===== config.mk =====
export PLATFORM = sky130hd
export DESIGN_NAME = segment_to_rectangle_corners
export DESIGN_NICKNAME = d
export VERILOG_FILES = /design/src/rtl/stc_pkg.sv /design/src/rtl/segment_to_rectangle_corners.sv
export SDC_FILE = /design/constraint.sdc
export NUM_CORES = 2
export LEC_CHECK = 0
export BUFFER_PORTS_ARGS = -buffer_cell sky130_fd_sc_hd__buf_2
export CORE_ASPECT_RATIO = 1.25
export CORE_UTILIZATION = 24
export DETAILED_ROUTE_END_ITERATION = 12
export GPL_ROUTABILITY_DRIVEN = 0
export GPL_TIMING_DRIVEN = 0
export SYNTH_ARGS = -nofsm -noshare
export SYNTH_HDL_FRONTEND = slang
export SYNTH_SLANG_ARGS = --single-unit

===== constraint.sdc =====
create_clock -name clk_i -period 7.5 [get_ports clk_i]
set_clock_uncertainty 0.1 [all_clocks]
set_input_delay 1.125 -clock clk_i [delete_from_list [all_inputs] [get_ports clk_i]]
set_output_delay 1.125 -clock clk_i [all_outputs]
set_load 0.005 [all_outputs]

===== src/rtl/stc_pkg.sv =====
package stc_pkg;

  localparam int COORD_W  = 15;
  localparam int HW_W     = 10;
  localparam int OUT_W    = 16;
  localparam logic [HW_W-1:0] HW_RESET = 10'd20;

  typedef enum logic [4:0] {
    ST_IDLE = 5'b00001,
    ST_MUL  = 5'b00010,
    ST_ROOT = 5'b00100,
    ST_DIV  = 5'b01000,
    ST_FIN  = 5'b10000
  } state_e;

endpackage


===== src/rtl/segment_to_rectangle_corners.sv =====
// Segment to rectangle corners.
// Input channel: x1_i, y1_i, x2_i, y2_i are taken at a rising edge where start
// is high and busy is low. busy stays high while the item is worked on.
// Output channel: done_o is high for exactly one cycle per item; the four
// corners, seg_length_o and degenerate_o are valid in that cycle and hold
// until the next item finishes. The receiver cannot stall the block.
// Config: half_width_i is written at any edge with half_width_we_i high,
// meant only while the block is idle; reset value is 20.
// The datapath is a bit-serial shift-add multiplier (M steps, with
// M = max(COORD_BITS, 10)), a radix-4 digit-by-digit square root (one result
// bit per cycle) and two restoring dividers that produce one quotient bit per
// cycle. A new item is taken in the cycle done_o is high. Reset returns the
// block to idle, clears done_o and loads the half width register; no item is
// in flight afterwards.
module segment_to_rectangle_corners import stc_pkg::*; #(
  parameter int COORD_BITS = 15
) (
  input  logic               clk_i,
  input  logic               rst_ni,
  input  logic               start,
  output logic               busy,
  input  logic [COORD_W-1:0] x1_i,
  input  logic [COORD_W-1:0] y1_i,
  input  logic [COORD_W-1:0] x2_i,
  input  logic [COORD_W-1:0] y2_i,
  input  logic               half_width_we_i,
  input  logic [HW_W-1:0]    half_width_i,
  output logic               done_o,
  output logic [OUT_W-1:0]   corner0_x_o,
  output logic [OUT_W-1:0]   corner0_y_o,
  output logic [OUT_W-1:0]   corner1_x_o,
  output logic [OUT_W-1:0]   corner1_y_o,
  output logic [OUT_W-1:0]   corner2_x_o,
  output logic [OUT_W-1:0]   corner2_y_o,
  output logic [OUT_W-1:0]   corner3_x_o,
  output logic [OUT_W-1:0]   corner3_y_o,
  output logic [OUT_W-1:0]   seg_length_o,
  output logic               degenerate_o
);

  localparam int CB        = COORD_BITS;
  localparam int SQ_W      = 2 * CB + 2;
  localparam int RS        = CB + 1;
  localparam int LW        = CB + 1;
  localparam int DW        = CB + HW_W;
  localparam int QB        = HW_W;
  localparam int MUL_STEPS = (CB > HW_W) ? CB : HW_W;
  localparam int MAX_STEPS = (MUL_STEPS > RS) ? MUL_STEPS : RS;
  localparam int CNT_W     = $clog2(MAX_STEPS);

  function automatic logic [OUT_W-1:0] corner_f(input logic [CB-1:0] base,
                                                input logic [HW_W-1:0] mag,
                                                input logic neg);
    logic [OUT_W-1:0] b;
    logic [OUT_W-1:0] m;
    b = OUT_W'(base);
    m = OUT_W'(mag);
    if (neg) begin
      corner_f = (b >= m) ? (b - m) : '0;
    end else begin
      corner_f = b + m;
    end
  endfunction

  state_e           state_q, state_d;
  logic [CNT_W-1:0] cnt_q, cnt_d;
  logic             done_q, done_d;
  logic [HW_W-1:0]  hw_q, hw_d;

  logic [CB-1:0]    x1_q, y1_q, x2_q, y2_q;
  logic             sx_q, sy_q;
  logic [CB-1:0]    mrx_q, mry_q;
  logic [SQ_W-1:0]  mcx_q, mcy_q;
  logic [HW_W-1:0]  hw_sh_q;
  logic [SQ_W-1:0]  sq_q, res_q, bit_q;
  logic [DW-1:0]    pox_q, poy_q, remx_q, remy_q, dsh_q;
  logic [QB-1:0]    qx_q, qy_q;
  logic [OUT_W-1:0] c0x_q, c0y_q, c1x_q, c1y_q, c2x_q, c2y_q, c3x_q, c3y_q, len_q;
  logic             degen_q;

  logic [CB-1:0]    x1m, y1m, x2m, y2m, adx, ady;
  logic             dx_neg, dy_neg;
  logic [SQ_W-1:0]  sq_sum, root_t, res_nx;
  logic             root_ge, gex, gey, degen;
  logic [QB-1:0]    omx, omy;

  // control
  always_comb begin
    state_d = state_q;
    cnt_d   = cnt_q;
    done_d  = 1'b0;
    hw_d    = half_width_we_i ? half_width_i : hw_q;
    case (state_q)
      ST_IDLE: begin
        if (start) begin
          state_d = ST_MUL;
          cnt_d   = '0;
        end
      end
      ST_MUL: begin
        if (cnt_q == CNT_W'(MUL_STEPS - 1)) begin
          state_d = ST_ROOT;
          cnt_d   = '0;
        end else begin
          cnt_d = cnt_q + 1'b1;
        end
      end
      ST_ROOT: begin
        if (cnt_q == CNT_W'(RS - 1)) begin
          state_d = ST_DIV;
          cnt_d   = '0;
        end else begin
          cnt_d = cnt_q + 1'b1;
        end
      end
      ST_DIV: begin
        if (cnt_q == CNT_W'(QB - 1)) begin
          state_d = ST_FIN;
          cnt_d   = '0;
        end else begin
          cnt_d = cnt_q + 1'b1;
        end
      end
      ST_FIN: begin
        state_d = ST_IDLE;
        done_d  = 1'b1;
      end
      default: begin
        state_d = ST_IDLE;
      end
    endcase
  end

  always_ff @(posedge clk_i or negedge rst_ni) begin
    if (!rst_ni) begin
      state_q <= ST_IDLE;
      cnt_q   <= '0;
      done_q  <= 1'b0;
      hw_q    <= HW_RESET;
    end else begin
      state_q <= state_d;
      cnt_q   <= cnt_d;
      done_q  <= done_d;
      hw_q    <= hw_d;
    end
  end

  // datapath helpers
  always_comb begin
    x1m     = x1_i[CB-1:0];
    y1m     = y1_i[CB-1:0];
    x2m     = x2_i[CB-1:0];
    y2m     = y2_i[CB-1:0];
    dx_neg  = x2m < x1m;
    dy_neg  = y2m < y1m;
    adx     = dx_neg ? (x1m - x2m) : (x2m - x1m);
    ady     = dy_neg ? (y1m - y2m) : (y2m - y1m);
    sq_sum  = sq_q + (mrx_q[0] ? mcx_q : '0) + (mry_q[0] ? mcy_q : '0);
    root_t  = res_q + bit_q;
    root_ge = sq_q >= root_t;
    res_nx  = (res_q >> 1) + (root_ge ? bit_q : '0);
    gex     = remx_q >= dsh_q;
    gey     = remy_q >= dsh_q;
    degen   = (res_q[LW-1:0] == '0);
    omx     = degen ? '0 : qx_q;
    omy     = degen ? '0 : qy_q;
  end

  always_ff @(posedge clk_i) begin
    case (state_q)
      ST_IDLE: begin
        if (start) begin
          x1_q    <= x1m;
          y1_q    <= y1m;
          x2_q    <= x2m;
          y2_q    <= y2m;
          sx_q    <= dx_neg;
          sy_q    <= dy_neg;
          mrx_q   <= adx;
          mry_q   <= ady;
          mcx_q   <= SQ_W'(adx);
          mcy_q   <= SQ_W'(ady);
          hw_sh_q <= hw_q;
          sq_q    <= '0;
          pox_q   <= '0;
          poy_q   <= '0;
        end
      end
      ST_MUL: begin
        // squares and half width products, one multiplier bit a cycle
        sq_q    <= sq_sum;
        pox_q   <= pox_q + (hw_sh_q[0] ? mcy_q[DW-1:0] : '0);
        poy_q   <= poy_q + (hw_sh_q[0] ? mcx_q[DW-1:0] : '0);
        mrx_q   <= mrx_q >> 1;
        mry_q   <= mry_q >> 1;
        mcx_q   <= mcx_q << 1;
        mcy_q   <= mcy_q << 1;
        hw_sh_q <= hw_sh_q >> 1;
        res_q   <= '0;
        bit_q   <= SQ_W'(1) << (SQ_W - 2);
      end
      ST_ROOT: begin
        if (root_ge) begin
          sq_q <= sq_q - root_t;
        end
        res_q  <= res_nx;
        bit_q  <= bit_q >> 2;
        dsh_q  <= DW'(res_nx[LW-1:0]) << (QB - 1);
        remx_q <= pox_q;
        remy_q <= poy_q;
      end
      ST_DIV: begin
        if (gex) begin
          remx_q <= remx_q - dsh_q;
        end
        if (gey) begin
          remy_q <= remy_q - dsh_q;
        end
        qx_q  <= {qx_q[QB-2:0], gex};
        qy_q  <= {qy_q[QB-2:0], gey};
        dsh_q <= dsh_q >> 1;
      end
      ST_FIN: begin
        // offset is (-dy, dx) scaled, so x moves against the sign of dy
        c0x_q   <= corner_f(x1_q, omx, !sy_q);
        c0y_q   <= corner_f(y1_q, omy, sx_q);
        c1x_q   <= corner_f(x1_q, omx, sy_q);
        c1y_q   <= corner_f(y1_q, omy, !sx_q);
        c2x_q   <= corner_f(x2_q, omx, sy_q);
        c2y_q   <= corner_f(y2_q, omy, !sx_q);
        c3x_q   <= corner_f(x2_q, omx, !sy_q);
        c3y_q   <= corner_f(y2_q, omy, sx_q);
        len_q   <= OUT_W'(res_q[LW-1:0]);
        degen_q <= degen;
      end
      default: begin
      end
    endcase
  end

  assign busy         = (state_q != ST_IDLE);
  assign done_o       = done_q;
  assign corner0_x_o  = c0x_q;
  assign corner0_y_o  = c0y_q;
  assign corner1_x_o  = c1x_q;
  assign corner1_y_o  = c1y_q;
  assign corner2_x_o  = c2x_q;
  assign corner2_y_o  = c2y_q;
  assign corner3_x_o  = c3x_q;
  assign corner3_y_o  = c3y_q;
  assign seg_length_o = len_q;
  assign degenerate_o = degen_q;

endmodule


Word-level counts from Yosys, hierarchy flattened
Cells that the tools add are included.
{"block": "op_classes", "add_sub_neg": 22, "magnitude_cmp": 9, "n_eq_ne": 16, "mux": 55, "reduce_logical": 13}
{"cell": "case mux 32 bit (2 select lines)", "n": 4}
{"cell": "case mux 25 bit (2 select lines)", "n": 5}
{"cell": "two-way mux 32 bit", "n": 7}
{"cell": "two-way mux 16 bit", "n": 12}
{"cell": "two-way mux 25 bit", "n": 5}
{"cell": "adder 32 bit", "n": 3}
{"cell": "case mux 32 bit (3 select lines)", "n": 1}
{"cell": "adder 15 x 10 -> 16 bit", "n": 4}
{"cell": "subtractor 15 x 10 -> 16 bit", "n": 4}
{"cell": ">= comparator 15 x 10 -> 1 bit", "n": 4}
{"cell": "two-way mux 15 bit", "n": 4}
{"cell": "case mux 15 bit (2 select lines)", "n": 2}
{"cell": "subtractor 15 bit", "n": 4}
{"cell": "adder 25 bit", "n": 2}
{"cell": ">= comparator 25 bit", "n": 2}
{"cell": "subtractor 25 bit", "n": 2}
{"cell": "adder 31 x 32 -> 32 bit", "n": 1}
{"cell": ">= comparator 32 bit", "n": 1}
{"cell": "subtractor 32 bit", "n": 1}
{"cell": "< comparator 15 bit", "n": 2}
{"cell": "two-way mux 10 bit", "n": 3}
{"cell": "two-way mux 5 bit", "n": 4}
{"cell": "case mux 10 bit (2 select lines)", "n": 1}
{"cell": "case mux 5 bit (4 select lines)", "n": 1}
{"cell": "19 further kinds", "n": 36}
{"block": "word_totals", "register_bits": 572, "input_bits": 74, "output_inout_bits": 147, "word_cells": 150}

Longest topological paths before layout
{"block": "depth", "depth_word": 5, "depth_mapped": 36, "ltp_nobuf": 34}

Worst setup path after synthesis
OpenSTA, ideal clock, no wires.
{"block": "synth_path", "kind": "flip-flop to flip-flop", "from": "register res_q[6]", "to": "register res_q[28], data pin", "setup_ns": 0.269, "t_arrival_ns": 5.903, "required_time_ns": 7.131, "slack_ns": 1.228, "stages_incl_launch_ff": 35, "n_path_buf": 2, "synth_period_minus_slack_ns": 6.272, "cell_sequence": "edfxtp_1 ha_1 a21oi_1 a211oi_1 a21oi_1 o21bai_1 a31oi_1 nor2_1 nor2_1 o21bai_1 a31oi_1 xor2_1 ha_1 clkbuf_1 nand3_1 nor2_1 nand2_1 inv_1 nand2_1 a21oi_1 o21ai_0 a21oi_1 clkbuf_1 and2_1 ha_1 ha_1 a21o_1 a31oi_1 o31ai_1 a21oi_1 o21bai_1 a31oi_1 o21ai_0 and3_1 nor3_1"}
{"block": "synth_via", "elab_chain_len": 5}
{"item": "start, declared", "line": "segment_to_rectangle_corners.sv:75", "rtl": "logic [SQ_W-1:0] sq_q, res_q, bit_q;"}
{"item": "start signal, assigned", "line": "segment_to_rectangle_corners.sv:206", "rtl": "res_q <= res_nx;"}
{"item": "adder 32 bit", "line": "segment_to_rectangle_corners.sv:159", "rtl": "root_t = res_q + bit_q;"}
{"item": ">= comparator 32 bit", "line": "segment_to_rectangle_corners.sv:160", "rtl": "root_ge = sq_q >= root_t;"}
{"item": "two-way mux 32 bit", "line": "segment_to_rectangle_corners.sv:161", "rtl": "res_nx = (res_q >> 1) + (root_ge ? bit_q : '0);"}
{"item": "adder 31 x 32 -> 32 bit (*)", "line": "segment_to_rectangle_corners.sv:161"}
{"item": "case mux 32 bit (2 select lines) (*)", "line": "segment_to_rectangle_corners.sv:170", "rtl": "case (state_q)"}
Every way passes the cells marked *; elsewhere a longest branch is shown, timed or not.
A chain may end at the register's enable or synchronous reset.

Worst setup path in the final report
{"block": "layout_path", "from": "register res_q[4]", "to": "register res_q[26], data pin"}
The elaborated chain is that of the path after synthesis.

==> run summary <==
top post-synthesis cells by area -> edfxtp_1 (41%), ha_1 (11%), a21oi_1 (3.9%)
num ports -> 221
CP startpoint kind -> flop
Fin. Hold Viols -> 0
switching part of the total -> 0.4371
H-tree levels -> 3
Buf+Inv Stages, Crit Path -> 3
Remaining DRCs -> 0
Final Cycle Share -> 0.9402
CTS Hold Bufs -> 0
setup violators final -> 0
Final WS setup -> 0.4487 ns
GRT overflow -> 0
sw power -> 8.066 mW
status -> finished clean
IO Port Bufs -> 219
number of max-cap violations -> 0
total wire length -> 125.4 mm
FFs w/ async S/R, synth -> 0.03597
fraction of layout cells with a size suffix above 1 -> 0.1032
Synth Instances -> 4066
Max clock buf depth -> 3
Hold WC Path Type -> reg -> reg
Nets -> 4845
Max Clock Freq -> 141.8 MHz
Flop pwr share -> 0.285
clk slew on worst S/H paths -> 0.06 ns
slowest stage delay, CP -> 0.52 ns
largest net degree at the start of global routing -> 71
pins over their slew limit -> 0
CP endpoint kind -> flop
DP Wirelength -> 97.66 mm
first-pass GRT wire length -> 187.1 mm
Crit path arrival time -> 7.30 ns
Die ar. -> 165800 sq um
GRT Total Usage -> 0.1461
via count -> 32387
TritonCTS clock tree -> built
number of global-route vias before repair -> 31412
Num CTS Buffers -> 66
Via density -> 4.897
Yosys top cell by area -> edfxtp_1
Synth top area share -> 0.4086
minimum clock period -> 7.051 ns
die width -> 364.4 microns
Core ar. -> 162300 sq um
Power Density -> 400.8 nW/um^2
crit-path max FO -> 10
number of flops mapped to enable cells by yosys -> 536
Die Y -> 454.9 microns
syn_nets -> 4524
Max-slew headroom -> 0.1610
antenna viol nets, final -> 0
Root Driver -> clkbuf_16
Req. time, crit path -> 7.74 ns
power share of the combinational group -> 0.533
cell family with most CP delay -> compound AO/OA/AOI/OAI gates
worst-skew pair later-pin latency -> 0.64 ns
Initial Util -> 0.2427
Internal Power -> 10.39 mW
total power -> 18.45 mW
Top cell by count, worst path -> nor2_1
maximum VDD drop -> 200.0 uV
Synth top cells by count -> edfxtp_1 (536), nand2_1 (353), nor2_1 (345)
Slew @ Worst Pin -> 1.256 ns
TritonRoute pass-1 iters -> 6
CP max stage cell -> edfxtp_1
DP Worst Slack -> -1.107 ns
Syn-to-layout area delta -> 16.88%
top-count cell post-synth -> edfxtp_1
Seq/Total Area, Yosys -> 0.4214
post-layout util -> 0.2837
initial drt markers -> 2578
clock power share -> 0.183
Synth cell types -> 76
Yosys reg bits -> 556
syn avg cell area -> 9.687 sq um
Yosys Warn Count -> 0
routed len/inst -> 18.96 microns
Leak Pwr -> 18.39 nW
row cnt -> 165
number of antenna violations at the first check in global routing -> 21
Main synth FF type -> edfxtp_1
CP Class -> reg -> reg
Post-Syn Area -> 39390 sq um
CTS sink count -> 556
==> layout make-up <==
class	instances	area, sq um
Inverter	204	765.7
Sequential cell	556	16600
Buffer	178	696.9
Multi-Input combinational cell	3125	21530
Clock inverter	41	461.7
Tap cell	2171	2716
Antenna cell	4	10.01
Fill cell	17122	116200
Timing Repair Buffer	256	1491
Clock buffer	79	1764
==> path summary, 6_finish.rpt <==
kind	startpoint	end	slack (ns)	cells past startpoint
max	res_q[4]	res_q[26]	0.45	32
min reg2reg	qx_q[0]	qx_q[1]	0.34	0
max reg2reg	res_q[4]	res_q[26]	0.45	32
max in group asynchronous	rst_ni	state_q[0]	6.55	1
min	qx_q[0]	qx_q[1]	0.34	0
min in group asynchronous	rst_ni	hw_q[7]	0.38	1
==> cells in the final DEF, fill, tap and decap left out, drive strengths merged, types with 9 or more instances in the layout <==
cell type / instances
edfxtp: 536
ha: 335
clkinv: 23
a21oi: 308
xor2: 124
nand4: 32
o31ai: 26
nor3: 82
o21ai: 296
nor4: 14
and3: 23
a2111oi: 9
nor2b: 45
clkbuf: 226
dfrtp: 17
o22ai: 34
o31a: 11
or2: 15
or3: 22
a31oi: 60
a311oi: 32
and2: 199
mux2: 15
nand3: 63
a221oi: 11
xnor2: 112
o211ai: 15
o21bai: 65
buf: 287
inv: 211
a21o: 134
nor2: 345
nand2: 353
a211oi: 42
o21a: 71
mux2i: 47
nand2b: 50
fa: 49
==> cell families (layout without fill, tap and decap cells) <==
logic type      Yosys count  after routing  share of synthesized area
simple gates           1262           1262                     0.1523
mux                      62             62                    0.01623
other cells               0              4                          0
xor+xnor                236            236                    0.05248
fa+ha+maj               384            384                     0.1313
flops                   556            556                     0.4214
compound gates         1181           1181                     0.1889
buf+inv                 385            758                    0.03736
==> routing by layer <==
layer  up-vias  wire (microns)  GRT usage
li1      15413               -          -
met4        12            4924    0.05817
met5         -              79          0
met3       268            6955    0.02147
met2      1070           61110     0.2552
met1     15624           52300     0.1793
==> through the flow <==
| step | hold WS (ns) | instances | area, sq um | TNS (ns) |
|---|---|---|---|---|
| finish | 0.3421 | 6614 | 46040 | 0 |
| global route | 0.3630 | 6610 | 46030 | -0.03622 |
| CTS | 0.3432 | 6588 | 45720 | 0 |
| detailed placement | 0.3250 | 6463 | 43390 | -19.67 |
| global placement | 0.3264 | 6456 | 43200 | -195.77 |
| floorplan | 0.3174 | 4066 | 39390 | 0 |
==> registers in the layout, indices dropped and copies added (netlist names), 16 cells and up <==
signal	count
remy_q	25
res_q	32
corner0_x_o	16
remx_q	25
corner3_y_o	16
corner1_y_o	16
bit_q	16
corner3_x_o	16
mcy_q	32
dsh_q	25
mcx_q	32
poy_q	25
pox_q	25
sq_q	32
corner2_y_o	16
corner1_x_o	16
corner2_x_o	16
seg_length_o	16
corner0_y_o	16
==> worst register-to-register path, delay by kind of cell, from the launching register on <==
| family | cells | cell delay [ns] |
|---|---|---|
| and+or+nand+nor | 8 | 0.88 |
| xor gates and xnor gates | 2 | 0.49 |
| buffers and inverters | 3 | 0.57 |
| DFF | 1 | 0.52 |
| AOI/OAI and AO/OA | 15 | 3.16 |
| adders and majority gates | 4 | 1.04 |
==> power by group through the flow <==
stage | registers (mW) | logic, mW | clock network [mW]
3_5_place_dp | 5.31 | 9.41 | 0
4_1_cts | 5.25 | 9.58 | 3.46
6_report | 5.25 | 9.83 | 3.37
5_1_grt | 5.32 | 10.8 | 3.56
3_3_place_gp | 5.43 | 9.20 | 0
2_1_floorplan | 5.02 | 7.06 | 0
==> repair_timing <==
item / CTS / global route
setup buffers: 5 / 25
setup endpoints to repair: 33 / 27
pin swaps: 4 / 6
resized for setup: 13 / 24
No activity file was read; power rests on OpenSTA's default activity.
